===== config.mk =====
export PLATFORM = sky130hd
export DESIGN_NAME = double_ended_queue_core
export DESIGN_NICKNAME = d
export VERILOG_FILES = /design/src/design/deq_pkg.sv /design/src/design/double_ended_queue_core.sv
export SDC_FILE = /design/constraint.sdc
export NUM_CORES = 1
export LEC_CHECK = 0
export ABC_AREA = 1
export BUFFER_PORTS_ARGS = -buffer_cell sky130_fd_sc_hd__buf_2
export CAP_MARGIN = 15
export CORE_AREA = 8 8 260 262
export DETAILED_ROUTE_END_ITERATION = 8
export DIE_AREA = 0 0 268 270
export SYNTH_ARGS = -nofsm -noshare
export SYNTH_HDL_FRONTEND = slang
export SYNTH_SLANG_ARGS = --single-unit

===== constraint.sdc =====
create_clock -name clk -period 5.35 [get_ports clk]
set_clock_uncertainty 0.15 [all_clocks]
set_input_delay 0.2675 -clock clk [delete_from_list [all_inputs] [get_ports clk]]
set_output_delay 0.2675 -clock clk [all_outputs]
set_load 0.01 [all_outputs]

===== src/design/deq_pkg.sv =====
`timescale 1ns / 1ps
// ----------------------------------------------------------------------------
// Double-ended queue package
// Shared codes, field widths and parameter defaults for the deque core.
// ----------------------------------------------------------------------------
package deq_pkg;

	localparam int DEPTH_DEF      = 16;
	localparam int WORD_WIDTH_DEF = 32;

	localparam int OP_W     = 2;
	localparam int VALUE_W  = 32;
	localparam int INDEX_W  = 4;
	localparam int STATUS_W = 3;
	localparam int LEN_W    = 5;

	localparam logic [OP_W-1:0] OP_PUT    = 2'd0;
	localparam logic [OP_W-1:0] OP_TAKE   = 2'd1;
	localparam logic [OP_W-1:0] OP_READ   = 2'd2;
	localparam logic [OP_W-1:0] OP_REMOVE = 2'd3;

	localparam logic [STATUS_W-1:0] STAT_OK       = 3'd0;
	localparam logic [STATUS_W-1:0] STAT_EMPTY    = 3'd1;
	localparam logic [STATUS_W-1:0] STAT_FULL     = 3'd2;
	localparam logic [STATUS_W-1:0] STAT_RANGE    = 3'd3;
	localparam logic [STATUS_W-1:0] STAT_NOTFOUND = 3'd4;

	typedef enum logic [2:0] {
		S_IDLE,
		S_READ,
		S_SRCH_RD,
		S_SRCH_CMP,
		S_SHIFT_RD,
		S_SHIFT_WR,
		S_DONE
	} deq_state_t;

endpackage


===== src/design/double_ended_queue_core.sv =====
`timescale 1ns / 1ps
// ----------------------------------------------------------------------------
// Double-ended queue core
// Bounded deque of words in a ring memory with put, take, indexed read and
// remove-by-value at either end, driven by a small sequencer.
// ----------------------------------------------------------------------------
// The core holds up to DEPTH words in a ring memory with one write port and
// one registered read port, and works on one request at a time: req_stall is
// high from the cycle after a request is taken until its result has been
// loaded into the response register. A put, and any request that fails on an
// empty or full queue or an index out of range, goes straight to the done
// state; a take or an indexed read first passes the read state for the memory
// read. A remove walks the entries through the single read port and a single
// slot adder, a search read and a compare per entry; a match then alternates
// shift read and shift write per entry moved up to close the gap. The memory
// needs no clearing after reset; only words from written slots are used. A
// waiting response does not block the next request from being taken.
module double_ended_queue_core #(
	parameter int DEPTH      = deq_pkg::DEPTH_DEF,
	parameter int WORD_WIDTH = deq_pkg::WORD_WIDTH_DEF
) (
	input  logic                          clk,
	input  logic                          arst_n,
	input  logic                          req_valid,
	output logic                          req_stall,
	input  logic [deq_pkg::OP_W-1:0]      op,
	input  logic                          from_tail,
	input  logic [deq_pkg::VALUE_W-1:0]   value,
	input  logic [deq_pkg::INDEX_W-1:0]   index,
	output logic                          rsp_valid,
	input  logic                          rsp_stall,
	output logic [deq_pkg::VALUE_W-1:0]   word_out,
	output logic [deq_pkg::STATUS_W-1:0]  status,
	output logic [deq_pkg::LEN_W-1:0]     length
);
	import deq_pkg::*;

	localparam int PTR_W = $clog2(DEPTH);
	localparam int CNT_W = $clog2(DEPTH + 1);
	localparam int CMP_W = (CNT_W > INDEX_W) ? CNT_W : INDEX_W;
	localparam logic [PTR_W:0]   DEPTH_P = (PTR_W + 1)'(DEPTH);
	localparam logic [PTR_W-1:0] LAST_P  = PTR_W'(DEPTH - 1);
	localparam logic [CNT_W-1:0] FULL_C  = CNT_W'(DEPTH);

	deq_state_t state_q, state_d;

	logic [WORD_WIDTH-1:0] mem_q [DEPTH];
	logic [WORD_WIDTH-1:0] rd_data_q;

	logic                  tail_q;
	logic [WORD_WIDTH-1:0] val_q;
	logic [PTR_W-1:0]      head_q;
	logic [CNT_W-1:0]      count_q;
	logic [CNT_W-1:0]      j_q;
	logic [PTR_W-1:0]      hit_q;
	logic [WORD_WIDTH-1:0] res_word_q;
	logic [STATUS_W-1:0]   res_status_q;

	logic                  rsp_valid_q;
	logic [VALUE_W-1:0]    word_out_q;
	logic [STATUS_W-1:0]   status_q;
	logic [LEN_W-1:0]      length_q;

	logic                  req_acc;
	logic                  rsp_load;
	logic [WORD_WIDTH-1:0] val_ext;
	logic [CMP_W-1:0]      idx_ext;
	logic [CMP_W-1:0]      cnt_ext;
	logic [CMP_W-1:0]      rd_k;
	logic [CNT_W-1:0]      srch_k;
	logic [CNT_W-1:0]      j_inc;
	logic [PTR_W-1:0]      head_dec;
	logic [PTR_W-1:0]      head_inc;

	// shared slot unit: physical slot of logical position slot_k from the head
	logic [PTR_W-1:0]      slot_k;
	logic [PTR_W:0]        slot_sum;
	logic [PTR_W-1:0]      slot;

	logic                  mem_we;
	logic [PTR_W-1:0]      wr_addr;
	logic [WORD_WIDTH-1:0] wr_data;
	logic [PTR_W-1:0]      rd_addr;

	assign req_acc  = req_valid && !req_stall;
	assign req_stall = (state_q != S_IDLE);
	assign rsp_load = (state_q == S_DONE) && (!rsp_valid_q || !rsp_stall);

	assign val_ext  = WORD_WIDTH'(value);
	assign idx_ext  = CMP_W'(index);
	assign cnt_ext  = CMP_W'(count_q);
	assign rd_k     = from_tail ? (cnt_ext - CMP_W'(1) - idx_ext) : idx_ext;
	assign srch_k   = tail_q ? (count_q - CNT_W'(1) - j_q) : j_q;
	assign j_inc    = j_q + CNT_W'(1);
	assign head_dec = (head_q == '0) ? LAST_P : (head_q - PTR_W'(1));
	assign head_inc = (head_q == LAST_P) ? '0 : (head_q + PTR_W'(1));

	assign slot_sum = {1'b0, head_q} + {1'b0, slot_k};
	assign slot     = (slot_sum >= DEPTH_P) ? PTR_W'(slot_sum - DEPTH_P) : slot_sum[PTR_W-1:0];

	always_ff @(posedge clk or negedge arst_n) begin
		if (!arst_n) begin
			state_q <= S_IDLE;
		end else begin
			state_q <= state_d;
		end
	end

	always_comb begin
		state_d = state_q;
		mem_we  = 1'b0;
		wr_addr = slot;
		wr_data = rd_data_q;
		rd_addr = slot;
		slot_k  = '0;
		case (state_q)
			S_IDLE: begin
				if (req_acc) begin
					state_d = S_DONE;
					case (op)
						OP_PUT: begin
							slot_k  = count_q[PTR_W-1:0];
							wr_data = val_ext;
							wr_addr = from_tail ? slot : head_dec;
							mem_we  = (count_q != FULL_C);
						end
						OP_TAKE: begin
							slot_k  = PTR_W'(count_q - CNT_W'(1));
							rd_addr = from_tail ? slot : head_q;
							if (count_q != '0) begin
								state_d = S_READ;
							end
						end
						OP_READ: begin
							slot_k = rd_k[PTR_W-1:0];
							if (count_q != '0 && idx_ext < cnt_ext) begin
								state_d = S_READ;
							end
						end
						OP_REMOVE: begin
							if (count_q != '0) begin
								state_d = S_SRCH_RD;
							end
						end
						default: begin
							state_d = S_DONE;
						end
					endcase
				end
			end
			S_READ: begin
				state_d = S_DONE;
			end
			S_SRCH_RD: begin
				slot_k  = srch_k[PTR_W-1:0];
				state_d = S_SRCH_CMP;
			end
			S_SRCH_CMP: begin
				if (rd_data_q == val_q) begin
					state_d = S_SHIFT_RD;
				end else if (j_inc == count_q) begin
					state_d = S_DONE;
				end else begin
					state_d = S_SRCH_RD;
				end
			end
			S_SHIFT_RD: begin
				// fetch the word behind the gap, if any is left
				slot_k = j_inc[PTR_W-1:0];
				if (j_inc < count_q) begin
					state_d = S_SHIFT_WR;
				end else begin
					state_d = S_DONE;
				end
			end
			S_SHIFT_WR: begin
				slot_k  = j_q[PTR_W-1:0];
				mem_we  = 1'b1;
				state_d = S_SHIFT_RD;
			end
			S_DONE: begin
				if (rsp_load) begin
					state_d = S_IDLE;
				end
			end
			default: begin
				state_d = S_IDLE;
			end
		endcase
	end

	always_ff @(posedge clk) begin
		if (mem_we) begin
			mem_q[wr_addr] <= wr_data;
		end
		rd_data_q <= mem_q[rd_addr];
	end

	always_ff @(posedge clk or negedge arst_n) begin
		if (!arst_n) begin
			head_q  <= '0;
			count_q <= '0;
		end else begin
			case (state_q)
				S_IDLE: begin
					if (req_acc) begin
						if (op == OP_PUT && count_q != FULL_C) begin
							count_q <= count_q + CNT_W'(1);
							if (!from_tail) begin
								head_q <= head_dec;
							end
						end else if (op == OP_TAKE && count_q != '0) begin
							count_q <= count_q - CNT_W'(1);
							if (!from_tail) begin
								head_q <= head_inc;
							end
						end
					end
				end
				S_SHIFT_RD: begin
					if (!(j_inc < count_q)) begin
						count_q <= count_q - CNT_W'(1);
					end
				end
				default: begin
					count_q <= count_q;
				end
			endcase
		end
	end

	always_ff @(posedge clk) begin
		case (state_q)
			S_IDLE: begin
				tail_q       <= from_tail;
				val_q        <= val_ext;
				j_q          <= '0;
				res_word_q   <= '0;
				res_status_q <= STAT_OK;
				case (op)
					OP_PUT: begin
						if (count_q == FULL_C) begin
							res_status_q <= STAT_FULL;
						end
					end
					OP_READ: begin
						if (count_q == '0) begin
							res_status_q <= STAT_EMPTY;
						end else if (!(idx_ext < cnt_ext)) begin
							res_status_q <= STAT_RANGE;
						end
					end
					default: begin
						if (count_q == '0) begin
							res_status_q <= STAT_EMPTY;
						end
					end
				endcase
			end
			S_READ: begin
				res_word_q <= rd_data_q;
			end
			S_SRCH_RD: begin
				hit_q <= srch_k[PTR_W-1:0];
			end
			S_SRCH_CMP: begin
				if (rd_data_q == val_q) begin
					res_word_q <= rd_data_q;
					j_q        <= CNT_W'(hit_q);
				end else begin
					j_q <= j_inc;
					if (j_inc == count_q) begin
						res_status_q <= STAT_NOTFOUND;
					end
				end
			end
			S_SHIFT_WR: begin
				j_q <= j_inc;
			end
			default: begin
				j_q <= j_q;
			end
		endcase
	end

	always_ff @(posedge clk or negedge arst_n) begin
		if (!arst_n) begin
			rsp_valid_q <= 1'b0;
		end else if (rsp_load) begin
			rsp_valid_q <= 1'b1;
		end else if (!rsp_stall) begin
			rsp_valid_q <= 1'b0;
		end
	end

	// hold the response payload while it waits; load a new transaction when free
	always_ff @(posedge clk) begin
		if (rsp_load) begin
			word_out_q <= VALUE_W'(res_word_q);
			status_q   <= res_status_q;
			length_q   <= LEN_W'(count_q);
		end
	end

	assign rsp_valid = rsp_valid_q;
	assign word_out  = word_out_q;
	assign status    = status_q;
	assign length    = length_q;

`ifndef SYNTHESIS
	a_count_bound: assert property (@(posedge clk) disable iff (!arst_n)
		count_q <= FULL_C)
		else $error("entry count exceeds depth");

	a_head_bound: assert property (@(posedge clk) disable iff (!arst_n)
		head_q <= LAST_P)
		else $error("head slot out of range");

	a_busy_after_accept: assert property (@(posedge clk) disable iff (!arst_n)
		req_acc |=> req_stall)
		else $error("request taken while previous one still in work");

	a_rsp_from_done: assert property (@(posedge clk) disable iff (!arst_n)
		$rose(rsp_valid_q) |-> $past(state_q == S_DONE))
		else $error("response raised outside completion");

	a_shift_in_range: assert property (@(posedge clk) disable iff (!arst_n)
		(state_q == S_SHIFT_WR) |-> (j_inc < count_q))
		else $error("compaction walker past last entry");
`endif

endmodule


==> flow_metrics.tcl, run 1 <==
set metrics [dict create \
    place_ws_ns 0.432 \
    first_iter_violations 1227 \
    netlist_area_mm2 0.0283 \
    via_count 18200 \
    synth_edf_count 629 \
    place_inst 3390 \
    ys_seq_area_frac 0.701 \
    use_met2 0.296 \
    vias_per_cell 5.11 \
    first_global_vias 17700 \
    yosys.area_share.simple 0.147 \
    ys_seq_elements 674 \
    arrival_ns 5.06 \
    port_buffers 84 \
    cp_data_required_time_ns 5.44 \
    track_usage 0.183 \
    ant_nets 0 \
    syn-instance-count 2497 \
    synth_nets 2566 \
    fp.dieW_um 268 \
    muxShareOfSynthArea 0 \
    yosysTopAreaCellShare 0.667 \
    gp_congestion 0.856 \
    hpwl_um 39300 \
    drc_errors 0 \
    cp-end-kind "flip-flop" \
    synth_area_leaders "edfxtp_1 (67%), nand2_1 (6.7%), nor2_1 (5.0%)" \
    ys_top_cells_by_count "edfxtp_1 (629), nand2_1 (509), nor2_1 (377)" \
    wire_per_inst_um 18.7 \
    clk_pin_slew_ns 0.06 \
    pin_count 85 \
    wirelength_um 66500 \
    setup_ws_ns 0.375 \
    synth_top_family_by_area "simple AND/OR/NAND/NOR gates" \
    cts_resized 0 \
    overflow 0 \
    drive_gt1_frac 0.129 \
    synth_cell_types 44 \
    fin_crit_ns 4.97 \
    cts_hold_buf 38 \
    antenna_found_initial 3 \
    cts.htree.levels 3 \
    synthFlopType "edfxtp_1" \
    setup_tns_ns 0 \
    area_growth_pct 16.2 \
    cap_violations 0 \
    synth-adder-area-share 0.0123 \
    stdcell_count 3565 \
    busiest_layer "met2" \
    post-synth-top-count-cell "edfxtp_1" \
    design.core.area_mm2 0.0636 \
    path_class "flip-flop to flip-flop" \
    whs_path_depth 4 \
    synthArstFlopShare 0.0193 \
    final-hold-violation-count 0 \
    status "finished, final reports clean" \
    numClockSinks 674 \
    grt_pass1_wl_um 103000 \
    rsz0062_at_grt "no" \
    drt-pass1-iter-count 5 \
    yosys_warnings 0 \
    global_route.usage.met1 0.248 \
    tightest_slew_ns 1.13 \
    cp-start-kind "flip-flop" \
    yosys.area_share.xor_xnor 0.00989 \
    numCtsBuffers 71 \
    finish.utilization 0.517 \
    synth_compound_area_frac 0.0822 \
    grt_max_degree 159 \
    dieArea_mm2 0.0724 \
    nets 2718 \
    relSlewSlack 0.241 \
    postCtsSetupBuffers 0 \
    use_met3 0.0325 \
    cts_tree "built" \
    clockBufferDepth 3 \
    die_h_um 270 \
    finalCritPeriodShare 0.930 \
    r2r_cells 15 \
    placementRows 93 \
    syn_avg_cell_area_um2 11.3 \
    cts_root_buffer "clkbuf_16" \
    yosysTopAreaCell "edfxtp_1" \
    maxSlewViolCount 0 \
    crit_path_max_fanout 32 \
    hold_class "input port to flip-flop" \
    setup_viol 0 \
    fmax_mhz 201 \
    start_util 0.445 \
    insertion_delay_ns 0.61 \
]
==> through the flow <==
stage,hold WS [ns],area (µm²)
after detailed placement,0.0360,30100
after global routing,0.128,32900
after CTS,0.0757,32900
after floorplan,-0.178,28300
after global placement,0.0282,30100
final,0.134,32900
==> cells by family after synthesis <==
family	Yosys count
adder cells (fa/ha/maj)	26
AO/OA/AOI/OAI	421
AND/OR/NAND/NOR	1031
XOR/XNOR	32
flip-flops	674
buffers and inverters	313
==> final cells by class <==
cell class	instances	area, µm²
tap	855	1070
timing repair buffer	198	1550
clock inverter	37	512
sequential	674	19900
multi-input combinational	1510	7290
inverter	194	733
fill	5501	30700
antenna	2	5.00
clock buffer	95	1910
==> cells in the final DEF (no fill, tap or decap), drive strengths merged, types with 13 or more instances in the layout <==
cell / n
dfxtp: 32
nor2: 381
ha: 23
clkbuf: 95
nand2: 512
dlygate4sd3: 38
o21ai: 316
edfxtp: 629
nand3: 74
inv: 199
dfrtp: 13
a21oi: 23
or2: 46
clkinv: 20
buf: 160
o211ai: 65
xor2: 21
==> worst paths after layout <==
path                       slack, ns           end           start
max                             0.38  mem_q[1][22]      cnt_ext[0]
min                             0.13    cnt_ext[4]           op[1]
max reg2reg                     0.38  mem_q[1][22]      cnt_ext[0]
min reg2reg                     0.27  word_out[13]  res_word_q[13]
max in group asynchronous       4.02    cnt_ext[0]          arst_n
min in group asynchronous       0.60     head_q[2]          arst_n
==> routing by layer <==
metal / routed length [µm] / vias to the layer above
met1: 29700 / 8776
met2: 31400 / 467
met3: 3840 / 95
met5: 8 / -
met4: 1620 / 2
li1: - / 8866
==> flip-flops by register name, indices dropped and copies added (netlist names) <==
| signal | flops |
|---|---|
| rd_data_q | 32 |
| tail_q | 1 |
| mem_q | 512 |
| state_q | 3 |
| cnt_ext | 5 |
| val_q | 32 |
| res_word_q | 32 |
| length | 5 |
| j_q | 5 |
| res_status_q | 3 |
| rsp_valid | 1 |
| word_out | 32 |
| head_q | 4 |
| status | 3 |
| hit_q | 4 |
==> worst max-delay path: stages (launching register included) <==
cell       delay, ns
dfrtp_1         0.48
inv_1           0.17
ha_1            0.37
inv_1           0.16
fa_1            0.44
o21ai_0         0.18
o221ai_1        0.17
nand2_1         0.10
o2111ai_1       0.18
fa_1            0.43
xnor2_1         0.22
inv_1           0.06
o21ai_0         0.42
nand3_1         0.43
nor2_4          0.17
buf_4           0.45
Power of run 1 is left out: the tool's default activity adds up to more than one toggle a clock period on the data nets, which glitch-free logic cannot reach.
==> run 2, diff against run 1 <==
Settings changed: CORE_AREA 8 8 260 262 to 3 3 255 257, DIE_AREA 0 0 268 270 to 0 0 258 260.
==> flow_metrics.tcl, run 2 (synthesized netlist as in run 1, its figures left out) <==
set metrics [dict create \
    status "finished, final reports clean" \
    critPathLaunch "cnt_ext[0]" \
    largest_register "mem_q" \
    clk_pin_slew_ns 0.06 \
    fin_crit_ns 5.00 \
    place_inst 3387 \
    area_growth_pct 15.6 \
    clockBufferDepth 3 \
    dieArea_mm2 0.0671 \
    final_common_cell "edfxtp_1" \
    maxSlewViolCount 0 \
    placementRows 92 \
    hold_class "input port to flip-flop" \
    setup_viol 0 \
    first_iter_violations 1499 \
    wirelength_um 68300 \
    rsz0062_at_grt "no" \
    grt_max_degree 174 \
    hpwl_um 40000 \
    grt_pass1_wl_um 106000 \
    die_h_um 260 \
    design.core.area_mm2 0.0630 \
    nets 2727 \
    start_util 0.450 \
    gp_congestion 0.831 \
    port_buffers 84 \
    numCtsBuffers 72 \
    cp_data_required_time_ns 5.44 \
    finalCritPeriodShare 0.934 \
    via_count 18500 \
    cts.htree.levels 3 \
    cts_root_buffer "clkbuf_16" \
    setup_tns_ns 0 \
    numClockSinks 674 \
    overflow 0 \
    stdcell_count 3559 \
    cap_violations 0 \
    ant_nets 0 \
    vias_per_cell 5.19 \
    wire_per_inst_um 19.2 \
    final_cell_mix "edfxtp_1 (629), nand2_1 (509), nor2_1 (359), inv_1 (186), o21ai_0 (159)" \
    finish.utilization 0.520 \
    path_class "flip-flop to flip-flop" \
    largest_reg_flops 512 \
    tightest_slew_ns 1.02 \
    fp.dieW_um 258 \
    fmax_mhz 200 \
    crit_path_max_fanout 18 \
    cp-end-kind "flip-flop" \
    min-delay-start "op[0]" \
    r2r-start "cnt_ext[0]" \
    first_global_vias 18200 \
    cts_tree "built" \
    pin_count 85 \
    antenna_found_initial 0 \
    arrival_ns 5.09 \
    final-hold-violation-count 0 \
    relSlewSlack 0.313 \
    track_usage 0.205 \
    drt-pass1-iter-count 5 \
    cp-start-kind "flip-flop" \
    drc_errors 0 \
    insertion_delay_ns 0.60 \
    drive_gt1_frac 0.128 \
]
==> run 2: changes by cell type in the layout (fill, tap and decap cells not counted), sizes merged <==
cell / change
diode: -1
clkbuf: +1
inv: -5
clkinv: +10
dlygate4sd3: -1
buf: +9
bufinv: -10
==> run 2: cell type report <==
type	count	area, µm²
repair buffers	206	1640
well taps	846	1060
flip-flops and latches	674	19900
fillers	5462	30200
multi-input cells	1510	7290
clock buffers	96	1970
diodes	1	2.50
clock inverters	32	193
inverters	194	733
==> run 2: path summary, 6_finish.rpt <==
kind                                     end  slack, ns  depth (start not counted)
worst max-delay path            mem_q[1][25]       0.35                         15
worst min register to register  word_out[22]       0.26                          0
worst max register to register  mem_q[1][25]       0.35                         15
max in group asynchronous         state_q[1]       4.01                          3
worst min-delay path              state_q[2]       0.06                          4
min in group asynchronous          head_q[3]       0.62                          3
==> run 2: per-stage QoR <==
stage	worst slack (ns)	cell area (µm²)	hold slack, ns
after global placement	0.395	30100	0.0318
final	0.353	32700	0.0630
after floorplan	0.372	28300	-0.178
after detailed placement	0.390	30100	0.0319
after global routing	0.00296	32700	0.0876
after CTS	0.347	32700	0.0343
==> run 2: metal layers <==
metal	up-vias	part of all wire	GRT usage
li1	8868	-	-
met5	-	0	0
met2	522	0.47	0.331
met1	8985	0.45	0.286
met3	90	0.059	0.0325
met4	0	0.020	0.0620
==> run 2: what timing repair did <==
item                                   4_1_cts  5_1_grt
hold buffers                                37        0
buffers inserted                             0        0
setup endpoints to repair                    0       22
endpoints found under the hold margin       50        0
resized for setup                            0        2
==> run 2: worst max-delay path, cell delays in order, from the launching register on <==
cell and delay (ns):
dfrtp_1 0.46, inv_1 0.17, ha_1 0.38, inv_1 0.18, fa_1 0.44, o21ai_0 0.21, o221ai_1 0.17, nand2_1 0.09
o2111ai_1 0.16, fa_1 0.42, xnor2_1 0.25, inv_1 0.06, o21ai_0 0.50, nand3_1 0.44, nor2_4 0.19, buf_4 0.36
Power of run 2 is left out for the same reason.
